## config.mk

```make
export PLATFORM = sky130hd
export DESIGN_NAME = online_repetition_detector_core_flat
export DESIGN_NICKNAME = d
export VERILOG_FILES = /design/src/design/ord_pkg.sv /design/src/design/ord_if.sv /design/src/design/ord_cell.sv /design/src/design/ord_chain.sv /design/src/design/online_repetition_detector_core.sv /design/src/flat_wrapper.sv
export VERILOG_INCLUDE_DIRS = /design/src /design/src/design
export SDC_FILE = /design/constraint.sdc
export NUM_CORES = 2
export LEC_CHECK = 0
export BUFFER_PORTS_ARGS = -buffer_cell sky130_fd_sc_hd__buf_2
export CORE_MARGIN = 2
export CORE_UTILIZATION = 33
export DETAILED_ROUTE_END_ITERATION = 10
export PLACE_DENSITY = 0.54
export SLEW_MARGIN = 20
export SYNTH_ARGS = -nofsm -noshare
export SYNTH_HDL_FRONTEND = slang
export SYNTH_HIERARCHICAL = 1
export SYNTH_SLANG_ARGS = --single-unit
```

## constraint.sdc

```tcl
create_clock -name clock -period 51.5 [get_ports clock]
set_input_delay 5.15 -clock clock [delete_from_list [all_inputs] [get_ports clock]]
set_output_delay 5.15 -clock clock [all_outputs]
set_load 0.1 [all_outputs]
```

## src/design/online_repetition_detector_core_assert.svh

```systemverilog
// assertion macros for the online repetition detector
// included by the top level, no other dependencies
`ifndef ONLINE_REPETITION_DETECTOR_CORE_ASSERT_SVH
`define ONLINE_REPETITION_DETECTOR_CORE_ASSERT_SVH

// same-cycle implication, checked outside reset
`define ORD_ASSERT_IMPLY(label, clk, rst, ante, cons, msg) \
   label: assert property (@(posedge clk) disable iff (rst) (ante) |-> (cons)) \
      else $error(msg);

// next-cycle implication, checked outside reset
`define ORD_ASSERT_NEXT(label, clk, rst, ante, cons, msg) \
   label: assert property (@(posedge clk) disable iff (rst) (ante) |=> (cons)) \
      else $error(msg);

`endif

```

## src/design/ord_pkg.sv

```systemverilog
// shared types and constants for the online repetition detector
// no dependencies
package ord_pkg;

   typedef enum logic {
      CMD_APPEND  = 1'b0,
      CMD_RESTART = 1'b1
   } command_type;

   // per-cycle controls broadcast to every cell of the row
   typedef struct packed {
      logic shift;
      logic update;
      logic clear;
   } cell_ctrl_type;

   // a freshly found square holds two copies of its core
   localparam int unsigned SQUARE_REPEATS = 2;

endpackage

```

## src/design/ord_if.sv

```systemverilog
// request and response channel interfaces, valid/ready handshake
// depends on ord_pkg
interface ord_req_if #(
   parameter int unsigned SYMBOL_WIDTH = 32
);
   logic                     valid;
   logic                     ready;
   ord_pkg::command_type     command;
   logic [SYMBOL_WIDTH-1:0]  symbol;

   modport source (output valid, output command, output symbol, input ready);
   modport sink   (input valid, input command, input symbol, output ready);
endinterface

interface ord_rsp_if #(
   parameter int unsigned MAX_LEN     = 64,
   parameter int unsigned COUNT_WIDTH = 16
);
   localparam int unsigned LEN_WIDTH  = $clog2(MAX_LEN + 1);
   localparam int unsigned CORE_WIDTH = $clog2(MAX_LEN / 2 + 1);

   logic                    valid;
   logic                    ready;
   logic                    has_core;
   logic [LEN_WIDTH-1:0]    prefix_length;
   logic [CORE_WIDTH-1:0]   core_length;
   logic [LEN_WIDTH-1:0]    suffix_length;
   logic [COUNT_WIDTH-1:0]  repeat_count;
   logic                    suffix_broken;
   logic                    store_full;

   modport source (output valid, output has_core, output prefix_length,
                   output core_length, output suffix_length, output repeat_count,
                   output suffix_broken, output store_full, input ready);
   modport sink   (input valid, input has_core, input prefix_length,
                   input core_length, input suffix_length, input repeat_count,
                   input suffix_broken, input store_full, output ready);
endinterface

```

## src/design/ord_cell.sv

```systemverilog
// one period cell: holds the symbol PERIOD places back and its match run
// depends on ord_pkg
module ord_cell #(
   parameter int unsigned PERIOD       = 1,
   parameter int unsigned SYMBOL_WIDTH = 32,
   parameter int unsigned RUN_WIDTH    = 6,
   parameter int unsigned LEN_WIDTH    = 7
) (
   input  logic                   clock,
   input  logic                   reset,
   input  ord_pkg::cell_ctrl_type ctrl,
   input  logic [SYMBOL_WIDTH-1:0] new_sym,
   input  logic [SYMBOL_WIDTH-1:0] prev_sym,
   input  logic [LEN_WIDTH-1:0]    fill,
   output logic [SYMBOL_WIDTH-1:0] held_sym,
   output logic                    hit
);
   logic [SYMBOL_WIDTH-1:0] tap_ff, tap_in;
   logic [RUN_WIDTH-1:0]    run_ff, run_in, run_step;
   logic                    same;

   // only compare against symbols that are really in the store
   assign same = (fill >= LEN_WIDTH'(PERIOD)) && (tap_ff == new_sym);

   always_comb begin
      if (!same) begin
         run_step = '0;
      end else if (run_ff < RUN_WIDTH'(PERIOD)) begin
         run_step = run_ff + 1'b1;
      end else begin
         run_step = run_ff;
      end
   end

   assign hit = run_step >= RUN_WIDTH'(PERIOD);

   always_comb begin
      priority if (ctrl.clear) begin
         run_in = '0;
      end else if (ctrl.update) begin
         run_in = run_step;
      end else begin
         run_in = run_ff;
      end
   end

   assign tap_in   = ctrl.shift ? prev_sym : tap_ff;
   assign held_sym = tap_ff;

   always_ff @(posedge clock) begin
      if (reset) begin
         run_ff <= '0;
      end else begin
         run_ff <= run_in;
      end
   end

   always_ff @(posedge clock) begin
      tap_ff <= tap_in;
   end
endmodule

```

## src/design/ord_chain.sv

```systemverilog
// row of period cells with longest-square select and core symbol tap
// depends on ord_pkg and ord_cell
module ord_chain #(
   parameter int unsigned MAX_LEN      = 64,
   parameter int unsigned SYMBOL_WIDTH = 32
) (
   input  logic                   clock,
   input  logic                   reset,
   input  ord_pkg::cell_ctrl_type ctrl,
   input  logic [SYMBOL_WIDTH-1:0] new_sym,
   input  logic [$clog2(MAX_LEN+1)-1:0]   fill,
   input  logic [$clog2(MAX_LEN/2+1)-1:0] core_len,
   output logic [$clog2(MAX_LEN/2+1)-1:0] best,
   output logic [SYMBOL_WIDTH-1:0]        expect_sym
);
   localparam int unsigned HALF       = MAX_LEN / 2;
   localparam int unsigned LEN_WIDTH  = $clog2(MAX_LEN + 1);
   localparam int unsigned CORE_WIDTH = $clog2(HALF + 1);
   localparam int unsigned IDX_WIDTH  = (HALF > 1) ? $clog2(HALF) : 1;

   logic [SYMBOL_WIDTH-1:0] held [HALF];
   logic [HALF-1:0]         hits;
   logic [CORE_WIDTH-1:0]   core_m1;
   logic [IDX_WIDTH-1:0]    sel;

   for (genvar g = 0; g < HALF; g++) begin : g_cell
      logic [SYMBOL_WIDTH-1:0] prev;
      if (g == 0) begin : g_head
         assign prev = new_sym;
      end else begin : g_body
         assign prev = held[g-1];
      end
      ord_cell #(
         .PERIOD       (g + 1),
         .SYMBOL_WIDTH (SYMBOL_WIDTH),
         .RUN_WIDTH    (CORE_WIDTH),
         .LEN_WIDTH    (LEN_WIDTH)
      ) u_cell (
         .clock    (clock),
         .reset    (reset),
         .ctrl     (ctrl),
         .new_sym  (new_sym),
         .prev_sym (prev),
         .fill     (fill),
         .held_sym (held[g]),
         .hit      (hits[g])
      );
   end

   // longest complete period wins
   always_comb begin
      best = '0;
      for (int p = 1; p <= HALF; p++) begin
         if (hits[p-1]) begin
            best = CORE_WIDTH'(p);
         end
      end
   end

   // while the suffix tracks the core, the expected symbol is one core length back
   assign core_m1    = core_len - 1'b1;
   assign sel        = core_m1[IDX_WIDTH-1:0];
   assign expect_sym = held[sel];
endmodule

```

## src/design/online_repetition_detector_core.sv

```systemverilog
// online repetition detector top level: pattern registers, handshake, checks
// depends on ord_pkg, ord_if, ord_chain and the assertion macro header
//
// Takes one request per clock unless an untaken response stalls it: each request is a
// restart or a symbol append, and each produces exactly one response with the pattern
// after that request. A row of MAX_LEN/2 period cells, one per candidate core length,
// shifts the recent symbols along and tracks match runs, so the longest square ending
// at the newest symbol is found in the cycle the symbol arrives; the response is held
// in a register and a new request is taken in the same cycle the old response is
// taken. The cell compares and the longest-period select are combinational ahead of
// the pattern registers. No clearing pass is needed after reset.
`include "online_repetition_detector_core_assert.svh"

module online_repetition_detector_core #(
   parameter int unsigned MAX_LEN      = 64,
   parameter int unsigned SYMBOL_WIDTH = 32,
   parameter int unsigned COUNT_WIDTH  = 16
) (
   input logic clock,
   input logic reset,
   ord_req_if.sink   req_bus,
   ord_rsp_if.source rsp_bus
);
   import ord_pkg::*;

   localparam int unsigned LEN_WIDTH  = $clog2(MAX_LEN + 1);
   localparam int unsigned CORE_WIDTH = $clog2(MAX_LEN / 2 + 1);

   logic [LEN_WIDTH-1:0]   prefix_ff, prefix_in;
   logic [CORE_WIDTH-1:0]  core_ff, core_in;
   logic [LEN_WIDTH-1:0]   suffix_ff, suffix_in;
   logic [COUNT_WIDTH-1:0] count_ff, count_in;
   logic                   broken_ff, broken_in;
   logic                   full_ff, full_in;
   logic                   rsp_valid_ff, rsp_valid_in;

   logic                    accept;
   logic                    is_append;
   cell_ctrl_type           ctrl;
   logic [CORE_WIDTH-1:0]   best;
   logic [SYMBOL_WIDTH-1:0] expect_sym;
   logic [LEN_WIDTH-1:0]    n1;
   logic [LEN_WIDTH:0]      two_best;
   logic [LEN_WIDTH-1:0]    s1;

   assign req_bus.ready = !rsp_valid_ff || rsp_bus.ready;
   assign accept        = req_bus.valid && req_bus.ready;
   assign is_append     = req_bus.command == CMD_APPEND;

   assign ctrl.shift  = accept && is_append;
   assign ctrl.update = accept && is_append && (core_ff == '0) && !full_ff;
   assign ctrl.clear  = accept && !is_append;

   ord_chain #(
      .MAX_LEN      (MAX_LEN),
      .SYMBOL_WIDTH (SYMBOL_WIDTH)
   ) u_chain (
      .clock      (clock),
      .reset      (reset),
      .ctrl       (ctrl),
      .new_sym    (req_bus.symbol),
      .fill       (prefix_ff),
      .core_len   (core_ff),
      .best       (best),
      .expect_sym (expect_sym)
   );

   assign n1       = prefix_ff + 1'b1;
   assign two_best = (LEN_WIDTH + 1)'(best) << 1;
   assign s1       = suffix_ff + 1'b1;

   always_comb begin
      prefix_in = prefix_ff;
      core_in   = core_ff;
      suffix_in = suffix_ff;
      count_in  = count_ff;
      broken_in = broken_ff;
      full_in   = full_ff;
      if (accept) begin
         if (!is_append) begin
            prefix_in = '0;
            core_in   = '0;
            suffix_in = '0;
            count_in  = '0;
            broken_in = 1'b0;
            full_in   = 1'b0;
         end else if (core_ff == '0) begin
            if (!full_ff) begin
               if ((best != '0) && ((LEN_WIDTH + 1)'(n1) >= two_best)) begin
                  prefix_in = LEN_WIDTH'((LEN_WIDTH + 1)'(n1) - two_best);
                  core_in   = best;
                  suffix_in = '0;
                  broken_in = 1'b0;
                  count_in  = COUNT_WIDTH'(SQUARE_REPEATS);
               end else begin
                  prefix_in = n1;
                  full_in   = n1 >= LEN_WIDTH'(MAX_LEN);
               end
            end
         end else if (broken_ff) begin
            if (suffix_ff < LEN_WIDTH'(MAX_LEN)) begin
               suffix_in = s1;
            end
         end else if (expect_sym == req_bus.symbol) begin
            // full core seen: one more repetition, suffix starts over
            if (s1 == LEN_WIDTH'(core_ff)) begin
               suffix_in = '0;
               if (count_ff != '1) begin
                  count_in = count_ff + 1'b1;
               end
            end else begin
               suffix_in = s1;
            end
         end else begin
            broken_in = 1'b1;
            suffix_in = s1;
         end
      end
   end

   always_comb begin
      if (accept) begin
         rsp_valid_in = 1'b1;
      end else if (rsp_bus.ready) begin
         rsp_valid_in = 1'b0;
      end else begin
         rsp_valid_in = rsp_valid_ff;
      end
   end

   always_ff @(posedge clock) begin
      if (reset) begin
         prefix_ff    <= '0;
         core_ff      <= '0;
         suffix_ff    <= '0;
         count_ff     <= '0;
         broken_ff    <= 1'b0;
         full_ff      <= 1'b0;
         rsp_valid_ff <= 1'b0;
      end else begin
         prefix_ff    <= prefix_in;
         core_ff      <= core_in;
         suffix_ff    <= suffix_in;
         count_ff     <= count_in;
         broken_ff    <= broken_in;
         full_ff      <= full_in;
         rsp_valid_ff <= rsp_valid_in;
      end
   end

   // pattern registers only move on a request, so they hold the pending response
   assign rsp_bus.valid         = rsp_valid_ff;
   assign rsp_bus.has_core      = core_ff != '0;
   assign rsp_bus.prefix_length = prefix_ff;
   assign rsp_bus.core_length   = core_ff;
   assign rsp_bus.suffix_length = suffix_ff;
   assign rsp_bus.repeat_count  = count_ff;
   assign rsp_bus.suffix_broken = broken_ff;
   assign rsp_bus.store_full    = full_ff;

   `ORD_ASSERT_IMPLY(a_no_core_idle, clock, reset, core_ff == '0, (suffix_ff == '0) && (count_ff == '0) && !broken_ff, "pattern fields set without a core")
   `ORD_ASSERT_IMPLY(a_core_fits, clock, reset, core_ff != '0, (32'(prefix_ff) + 2 * 32'(core_ff)) <= MAX_LEN, "prefix and square exceed the store")
   `ORD_ASSERT_IMPLY(a_full_no_core, clock, reset, full_ff, core_ff == '0, "store full while a core exists")
   `ORD_ASSERT_IMPLY(a_suffix_short, clock, reset, (core_ff != '0) && !broken_ff, suffix_ff < LEN_WIDTH'(core_ff), "intact suffix reached the core length")
   `ORD_ASSERT_NEXT(a_rsp_follows, clock, reset, accept, rsp_valid_ff, "request taken without a response")
endmodule
```

## src/flat_wrapper.sv

```systemverilog
// flat-port wrapper written by rule: the top's interface ports become plain ports
module online_repetition_detector_core_flat import ord_pkg::*;
#(
   parameter int unsigned MAX_LEN      = 64,
   parameter int unsigned SYMBOL_WIDTH = 32,
   parameter int unsigned COUNT_WIDTH  = 16
)
  (clock, reset, req_bus_valid, req_bus_command, req_bus_symbol, req_bus_ready, rsp_bus_valid, rsp_bus_has_core, rsp_bus_prefix_length, rsp_bus_core_length, rsp_bus_suffix_length, rsp_bus_repeat_count, rsp_bus_suffix_broken, rsp_bus_store_full, rsp_bus_ready);
  ord_req_if #(.SYMBOL_WIDTH(SYMBOL_WIDTH)) req_bus_i ();
  ord_rsp_if #(.MAX_LEN(MAX_LEN), .COUNT_WIDTH(COUNT_WIDTH)) rsp_bus_i ();
  input logic clock;
  input logic reset;
  input wire logic [$bits(req_bus_i.valid)-1:0] req_bus_valid;
  input wire logic [$bits(req_bus_i.command)-1:0] req_bus_command;
  input wire logic [$bits(req_bus_i.symbol)-1:0] req_bus_symbol;
  output wire logic [$bits(req_bus_i.ready)-1:0] req_bus_ready;
  output wire logic [$bits(rsp_bus_i.valid)-1:0] rsp_bus_valid;
  output wire logic [$bits(rsp_bus_i.has_core)-1:0] rsp_bus_has_core;
  output wire logic [$bits(rsp_bus_i.prefix_length)-1:0] rsp_bus_prefix_length;
  output wire logic [$bits(rsp_bus_i.core_length)-1:0] rsp_bus_core_length;
  output wire logic [$bits(rsp_bus_i.suffix_length)-1:0] rsp_bus_suffix_length;
  output wire logic [$bits(rsp_bus_i.repeat_count)-1:0] rsp_bus_repeat_count;
  output wire logic [$bits(rsp_bus_i.suffix_broken)-1:0] rsp_bus_suffix_broken;
  output wire logic [$bits(rsp_bus_i.store_full)-1:0] rsp_bus_store_full;
  input wire logic [$bits(rsp_bus_i.ready)-1:0] rsp_bus_ready;
  assign req_bus_i.valid = req_bus_valid;
  assign req_bus_i.command = req_bus_command;
  assign req_bus_i.symbol = req_bus_symbol;
  assign req_bus_ready = req_bus_i.ready;
  assign rsp_bus_valid = rsp_bus_i.valid;
  assign rsp_bus_has_core = rsp_bus_i.has_core;
  assign rsp_bus_prefix_length = rsp_bus_i.prefix_length;
  assign rsp_bus_core_length = rsp_bus_i.core_length;
  assign rsp_bus_suffix_length = rsp_bus_i.suffix_length;
  assign rsp_bus_repeat_count = rsp_bus_i.repeat_count;
  assign rsp_bus_suffix_broken = rsp_bus_i.suffix_broken;
  assign rsp_bus_store_full = rsp_bus_i.store_full;
  assign rsp_bus_i.ready = rsp_bus_ready;
  online_repetition_detector_core #(.MAX_LEN(MAX_LEN), .SYMBOL_WIDTH(SYMBOL_WIDTH), .COUNT_WIDTH(COUNT_WIDTH)) u_core (.clock(clock), .reset(reset), .req_bus(req_bus_i), .rsp_bus(rsp_bus_i));
endmodule
```

### After elaboration in Yosys (flattened, before gate mapping)

Cells that the tools add are included.

| word-level totals | value |
|---|---|
| flip-flop bits (word level) | 1255 |
| input bits | 37 |
| output and inout bits | 41 |
| word-level logic and storage cells | 442 |

| operators by class | value |
|---|---|
| $add $sub $neg | 37 |
| order comparisons | 100 |
| eq/ne operators | 40 |
| muxes and demuxes | 135 |
| bitwise operators | 2 |
| reduce and logical (&&, ||, !) cells | 57 |

Operators by type and width:

| kind | number |
|---|---|
| 32-bit equality test | 33 |
| 6-bit 2-to-1 mux | 99 |
| 6-bit by 1-bit adder with 6-bit output (second input constant) | 32 |
| 32-bit binary-select mux with 5-bit select | 1 |
| 16-bit 2-to-1 mux | 8 |
| 7-bit by 5-bit greater-or-equal comparator with 1-bit output (second input constant) | 16 |
| 6-bit by 5-bit greater-or-equal comparator with 1-bit output (second input constant) | 16 |
| 6-bit by 5-bit < comparator with 1-bit output (second input constant) | 16 |
| 7-bit 2-to-1 mux | 12 |
| 32-bit 2-to-1 mux | 2 |
| 7-bit by 4-bit greater-or-equal comparator with 1-bit output (second input constant) | 8 |
| 6-bit by 4-bit greater-or-equal comparator with 1-bit output (second input constant) | 8 |
| 6-bit by 4-bit < comparator with 1-bit output (second input constant) | 8 |
| 1-bit logical AND | 38 |
| 7-bit by 3-bit greater-or-equal comparator with 1-bit output (second input constant) | 4 |
| 6-bit by 3-bit greater-or-equal comparator with 1-bit output (second input constant) | 4 |
| 6-bit by 3-bit < comparator with 1-bit output (second input constant) | 4 |
| 16-bit by 1-bit adder with 16-bit output (second input constant) | 1 |
| 16-bit inequality test (second input constant) | 1 |
| 7-bit by 1-bit adder with 7-bit output (second input constant) | 2 |
| 7-bit by 2-bit greater-or-equal comparator with 1-bit output (second input constant) | 2 |
| 1-bit 2-to-1 mux | 13 |
| 6-bit by 2-bit greater-or-equal comparator with 1-bit output (second input constant) | 2 |
| 6-bit greater-or-equal comparator (second input constant) | 2 |
| 28 further kinds | 39 |

### Longest topological paths before layout

| depth | value |
|---|---|
| depth after elaboration | 42 |
| gate-level depth with buffers | 26 |
| depth with buffers taken out | 24 |

### Modules after synthesis

The synthesis kept the hierarchy.

Modules (own cells, without submodules):

| module | times used | cells each | area an instance (um^2) | sequential area each (um^2) |
|---|---|---|---|---|
| ord_chain | 1 | 729 | 9187.6 | 0.0 |
| online_repetition_detector_core | 1 | 357 | 2842.7 | 780.7 |
| ord_cell at u_core.u_chain.g_cell[16].u_cell | 1 | 144 | 1875.5 | 1081.0 |
| ord_cell at u_core.u_chain.g_cell[12].u_cell | 1 | 143 | 1838.0 | 1081.0 |
| ord_cell at u_core.u_chain.g_cell[29].u_cell | 1 | 143 | 1825.5 | 1081.0 |
| ord_cell at u_core.u_chain.g_cell[30].u_cell | 1 | 134 | 1808.0 | 1081.0 |
| ord_cell at u_core.u_chain.g_cell[26].u_cell | 1 | 140 | 1806.7 | 1081.0 |
| ord_cell at u_core.u_chain.g_cell[28].u_cell | 1 | 135 | 1803.0 | 1081.0 |
| ord_cell at u_core.u_chain.g_cell[19].u_cell | 1 | 134 | 1795.5 | 1081.0 |
| ord_cell at u_core.u_chain.g_cell[25].u_cell | 1 | 139 | 1793.0 | 1081.0 |
| ord_cell at u_core.u_chain.g_cell[23].u_cell | 1 | 118 | 1774.2 | 1081.0 |
| ord_cell at u_core.u_chain.g_cell[9].u_cell | 1 | 133 | 1773.0 | 1081.0 |
| ord_cell at u_core.u_chain.g_cell[18].u_cell | 1 | 130 | 1770.4 | 1081.0 |
| ord_cell at u_core.u_chain.g_cell[21].u_cell | 1 | 132 | 1764.2 | 1081.0 |
| 20 more rows | n/a | n/a | n/a | n/a |

### Worst setup path before layout

Ideal clock, no wire load.

| timing | value |
|---|---|
| path type | in2reg |
| start point | input rsp_bus_ready |
| end point | register u_core.count_ff[15], in the netlist u_core/rsp_bus.repeat_count[15] |
| library setup time | 92 ps |
| data arrival time | 53539 ps |
| slack | -2131 ps |
| stages | 7 |
| cell sequence | nand2b_1 nand2_1 nor2_1 nand3b_1 inv_1 nand3_1 o31ai_1 |

| between the ends | value |
|---|---|
| word-level cells in the longest chain between the ends | 3 |

Ends and longest elaborated chain:

| item | RTL line | RTL |
|---|---|---|
| start, declared | flat_wrapper.sv:25 | `input wire logic [$bits(rsp_bus_i.ready)-1:0] rsp_bus_ready;` |
| 1-bit logical OR | online_repetition_detector_core.sv:46 | `assign req_bus.ready = !rsp_valid_ff \|\| rsp_bus.ready;` |
| 1-bit logical AND | online_repetition_detector_core.sv:47 | `assign accept = req_bus.valid && req_bus.ready;` |
| 7-bit AND reduction (no line) | n/a |  |
| end signal, assigned | online_repetition_detector_core.sv:144 | `count_ff <= count_in;` |
| end, declared | online_repetition_detector_core.sv:32 | `logic [COUNT_WIDTH-1:0] count_ff, count_in;` |

Every way passes these cells.
A chain may end at the register's enable or synchronous reset.

### Worst setup path after layout

| timing | value |
|---|---|
| start point | input req_bus_symbol[19] |
| end point | register u_core.count_ff[9], in the netlist u_core/rsp_bus.repeat_count[9] |

| between the ends | value |
|---|---|
| elaborated cells between the ends (all ways) | 167 |
| those cells by class | order compare: 33; eq/ne: 34; mux: 64; reduce/logical: 36 |

RTL lines:

| item | RTL line | RTL |
|---|---|---|
| start, declared | flat_wrapper.sv:15 | `input wire logic [$bits(req_bus_i.symbol)-1:0] req_bus_symbol;` |
| 32-bit equality test * | ord_cell.sv:23 | `assign same = (fill >= LEN_WIDTH'(PERIOD)) && (tap_ff == new_sym);` |
| 1-bit logical AND * | ord_cell.sv:23 |  |
| 6-bit 2-to-1 mux * | ord_cell.sv:26 | `if (!same) begin` |
| 6-bit by 3-bit greater-or-equal comparator with 1-bit output * | ord_cell.sv:35 | `assign hit = run_step >= RUN_WIDTH'(PERIOD);` |
| via u_core.u_chain.hits[6] | ord_chain.sv:22 | `logic [HALF-1:0] hits;` |
| 6-bit 2-to-1 mux * (26 in a row) | ord_chain.sv:54 | `if (hits[p-1]) begin` |
| via u_core.best[1] | online_repetition_detector_core.sv:40 | `logic [CORE_WIDTH-1:0] best;` |
| 7-bit greater-or-equal comparator or 6-bit nonzero test (tied branches) | online_repetition_detector_core.sv:89 | `if ((best != '0) && ((LEN_WIDTH + 1)'(n1) >= two_best)) begin` |
| 1-bit logical AND * | online_repetition_detector_core.sv:89 |  |
| 3-bit inequality test (no line) * | n/a |  |
| 7-bit AND reduction (no line) * | n/a |  |

The timed path passes the listed nets; every way through them passes the cells marked *.

==> impl_metrics.yaml <==
synthesis:
  synthFlopType: "edfxtp_1"
  yosysMostFrequentCell: "edfxtp_1"
  yosysTopAreaCellShare: 0.460
  ys_seq_area_frac: 0.529
  syn_inst: 4991
  postSynthAreaPerCell_sq_um: 13.4
  syn-cell-area_sq_um: 66900
  synth_simple_gate_area_frac: 0.130
  ys_types: 125
  ys_ff_latch: 1255
  synth_common_cells: "1024 x edfxtp_1, 884 x xnor2_1, 317 x nand4_1, 270 x nand2_1, 256 x mux4_2"
  synth_xor_area_frac: 0.146
  synth-warning-count: 6
  synth_compound_area_frac: 0.0712
  synth_adder_area_share: 0.00966
  synthArstFlopShare: 0
  synth_top_family_by_area: "XOR/XNOR gates"
  yosys-mux-area-fraction: 0.0954
  yosys-top-cells-area: "edfxtp_1 46%, xnor2_1 12%, mux4_2 8.6%"
  synth-edff-count: 1024
  synth_area_leader_cell: "edfxtp_1"
  syn-num-nets: 5079
timing:
  finalCritPeriodShare: 0.236
  maxSlewViolCount: 0
  setup_violations: 0
  period_minus_slack_ns: 12.17
  rsz0062_at_grt: "no"
  holdWs_ns: 0.429
  slew_headroom: 0.127
  hold_viol_final: 0
  fin_skew_ns: 0.0412
  tns_ns: 0
  fmax_ghz: 0.0822
  worst_pin_slew_ns: 1.30
placement:
  hpwl_microns: 188000
  numPortBuffers: 77
  gp_congestion: 1.03
pwr:
  p_total_mw: 2.41
  peakVddDrop_mv: 0.0271
  p_per_area_nw_per_um2: 32.0
  p_leak_nw: 23.0
critical_path:
  end_kind: "flip-flop"
  slowest_stage: "a31oi_1"
  regToRegSetupSlack_ns: 43.89
  startpoint: "req_bus_symbol[19]"
  r2r-start: "u_core/rsp_bus.prefix_length[5]"
  cp_slowest_stage_delay_ns: 1.02
  cp_data_arrival_time_ns: 12.89
  critical_path.endpoint: "u_core/rsp_bus.repeat_count[9]"
  path_class: "in2reg"
  r2r-end: "u_core/rsp_bus.repeat_count[9]"
  worstPathMaxFanout: 20
  cp.required_ns: 52.22
  cp-start-kind: "input port"
  r2r_cells: 21
  worstPathCellList: "buf_2 -> buf_4 -> buf_4 -> xnor2_1 -> nand4_1 -> nor4_2 -> nand3_1 -> a31oi_1 -> nor4_1 -> o31a_1 -> o41ai_1 -> buf_4 -> o311ai_0 -> a31oi_1 -> inv_1 -> fa_1 -> a21oi_1 -> o21ai_1 -> o2111ai_1 -> nand2_2 -> a21oi_1 -> nand2b_1 -> nand2b_1 -> a21oi_1"
cells_and_area:
  drive_above_1_share: 0.168
  seqCellArea_sq_um: 35400
  nNetsFinal: 5248
  area_growth_pct: 12.5
  multi_input_area_sq_um: 30300
  nFillCells: 19200
drt:
  ant_nets: 0
  wire_per_inst_microns: 32.6
  drt-total-wl_microns: 259000
  dr.first_iter.drc_count: 7325
  drcViolationCount: 0
  via_per_inst: 5.93
  dr.pass1.iters: 8
  via_count: 47200
cts:
  cts_tree: "built"
  ctsResizeCount: 0
  post_cts_buffers: 0
  clk_pin_slew_ns: 0.06
  htreeDepth: 4
  clk_latency_ns: 0.82
  cts_buffers: 143
  clockBufferDepth: 3
  clk_root_buffer_cell: "clkbuf_16"
  cts.sinks: 1255
  holdBufCountCts: 0
global_route:
  antenna_found_initial: 7
  grt_busiest_layer: "met2"
  grt_start_max_net_pins: 174
  grt_first_pass_wirelength_microns: 357000
  grt_pass1_vias: 44000
  grt_use_total: 0.246
  grt_use_met3: 0.0607
  gr-usage-met1: 0.332
  overflow: 0
  met2_usage: 0.371
die:
  die_w_microns: 454
  start_util: 0.331
  core-area_sq_um: 202000
  ios: 78
  die_area_sq_um: 206000
  placementRows: 165
  die_h_microns: 454
status:
  status: "finished clean"
job:
  drv_cap: 0
hold_path:
  hold_path_class: "reg2reg"
-- flip-flops by register name, indices dropped and copies added (netlist names) --
signal and count:
u_core/rsp_bus.prefix_length 7, u_core/rsp_bus.core_length 6, u_core/rsp_bus.valid 1, u_core/rsp_bus.suffix_broken 1
u_core/rsp_bus.repeat_count 16, u_core/rsp_bus.store_full 1, u_core/u_chain/g_cell.u_cell/run_ff 192, u_core/u_chain/g_cell.u_cell/held_sym 1024
u_core/rsp_bus.suffix_length 7
-- power breakdown --
part           total (mW)  switching, mW  leakage (nW)  internal (mW)
clock                1.02          0.448          2.23          0.577
combinational       0.208          0.140          9.35         0.0676
sequential           1.18         0.0398          11.4           1.14
total                2.41          0.628          23.0           1.78
-- cell type report --
cell class | instances | area share
Sequential cell | 1255 | 0.471
Multi-Input combinational cell | 3494 | 0.403
Clock buffer | 191 | 0.0518
Tap cell | 2672 | 0.0445
Timing Repair Buffer | 168 | 0.0156
Clock inverter | 67 | 0.00944
Inverter | 98 | 0.00489
Antenna cell | 3 | 0.0000999
-- routing by layer --
layer / vias to the layer above / wire, microns
met5: - / 46
met2: 2821 / 115000
li1: 19700 / -
met3: 481 / 27200
met1: 24200 / 104000
met4: 6 / 13600
-- through the flow --
step / util / std cells / worst slack [ns] / area, sq um
CTS: 0.373 / 7945 / 39.86 / 75200
finish: 0.373 / 7948 / 39.33 / 75200
detailed placement: 0.350 / 7687 / 39.08 / 70600
global placement: 0.350 / 7687 / 39.04 / 70600
global route: 0.373 / 7945 / 39.18 / 75200
floorplan: - / 4991 / 16.20 / 66900
-- worst min-delay path by stage --
stage	start	endpoint	slack, ns	cells after the start
6_report	u_core/u_chain/g_cell[8].u_cell/run_ff[4]	u_core/u_chain/g_cell[8].u_cell/run_ff[4]	0.43	2
5_1_grt	u_core/u_chain/g_cell[9].u_cell/run_ff[4]	u_core/u_chain/g_cell[9].u_cell/run_ff[4]	0.45	2
4_1_cts	u_core/u_chain/g_cell[14].u_cell/run_ff[5]	u_core/u_chain/g_cell[14].u_cell/run_ff[5]	0.43	2
3_5_place_dp	u_core/u_chain/g_cell[14].u_cell/run_ff[5]	u_core/u_chain/g_cell[14].u_cell/run_ff[5]	0.42	2
3_3_place_gp	u_core/u_chain/g_cell[14].u_cell/run_ff[5]	u_core/u_chain/g_cell[14].u_cell/run_ff[5]	0.42	2
2_1_floorplan	u_core/u_chain/g_cell[14].u_cell/run_ff[4]	u_core/u_chain/g_cell[14].u_cell/run_ff[4]	0.41	2
-- kinds of logic after synthesis --
| logic type | count (synthesis) |
|---|---|
| and+or+nand+nor | 1416 |
| buffers and inverters | 242 |
| DFF | 1255 |
| muxes | 316 |
| xor gates and xnor gates | 1107 |
| AOI/OAI and AO/OA | 604 |
| adders and majority gates | 51 |
-- cells in the final DEF (no fill, tap or decap), drive strengths merged, types with 62 or more instances in the layout --
| master | Yosys | final |
|---|---|---|
| a211oi | 62 | 62 |
| a21oi | 170 | 170 |
| buf | 105 | 168 |
| clkbuf | 39 | 191 |
| dfxtp | 231 | 231 |
| edfxtp | 1024 | 1024 |
| inv | 97 | 104 |
| mux4 | 256 | 256 |
| nand2 | 271 | 271 |
| nand3 | 105 | 105 |
| nand4 | 320 | 320 |
| nor2 | 147 | 147 |
| nor3 | 74 | 74 |
| nor4 | 154 | 154 |
| o21ai | 82 | 82 |
| xnor2 | 889 | 889 |
| xor2 | 218 | 218 |
-- critical path: cells and delay by family --
family          cells  cell delay, ns
fa+ha+maj           1            0.47
xor+xnor            1            0.27
compound gates     10            3.63
simple gates        7            1.96
buf+inv             5            1.32
No activity file was read; power rests on OpenSTA's default activity.
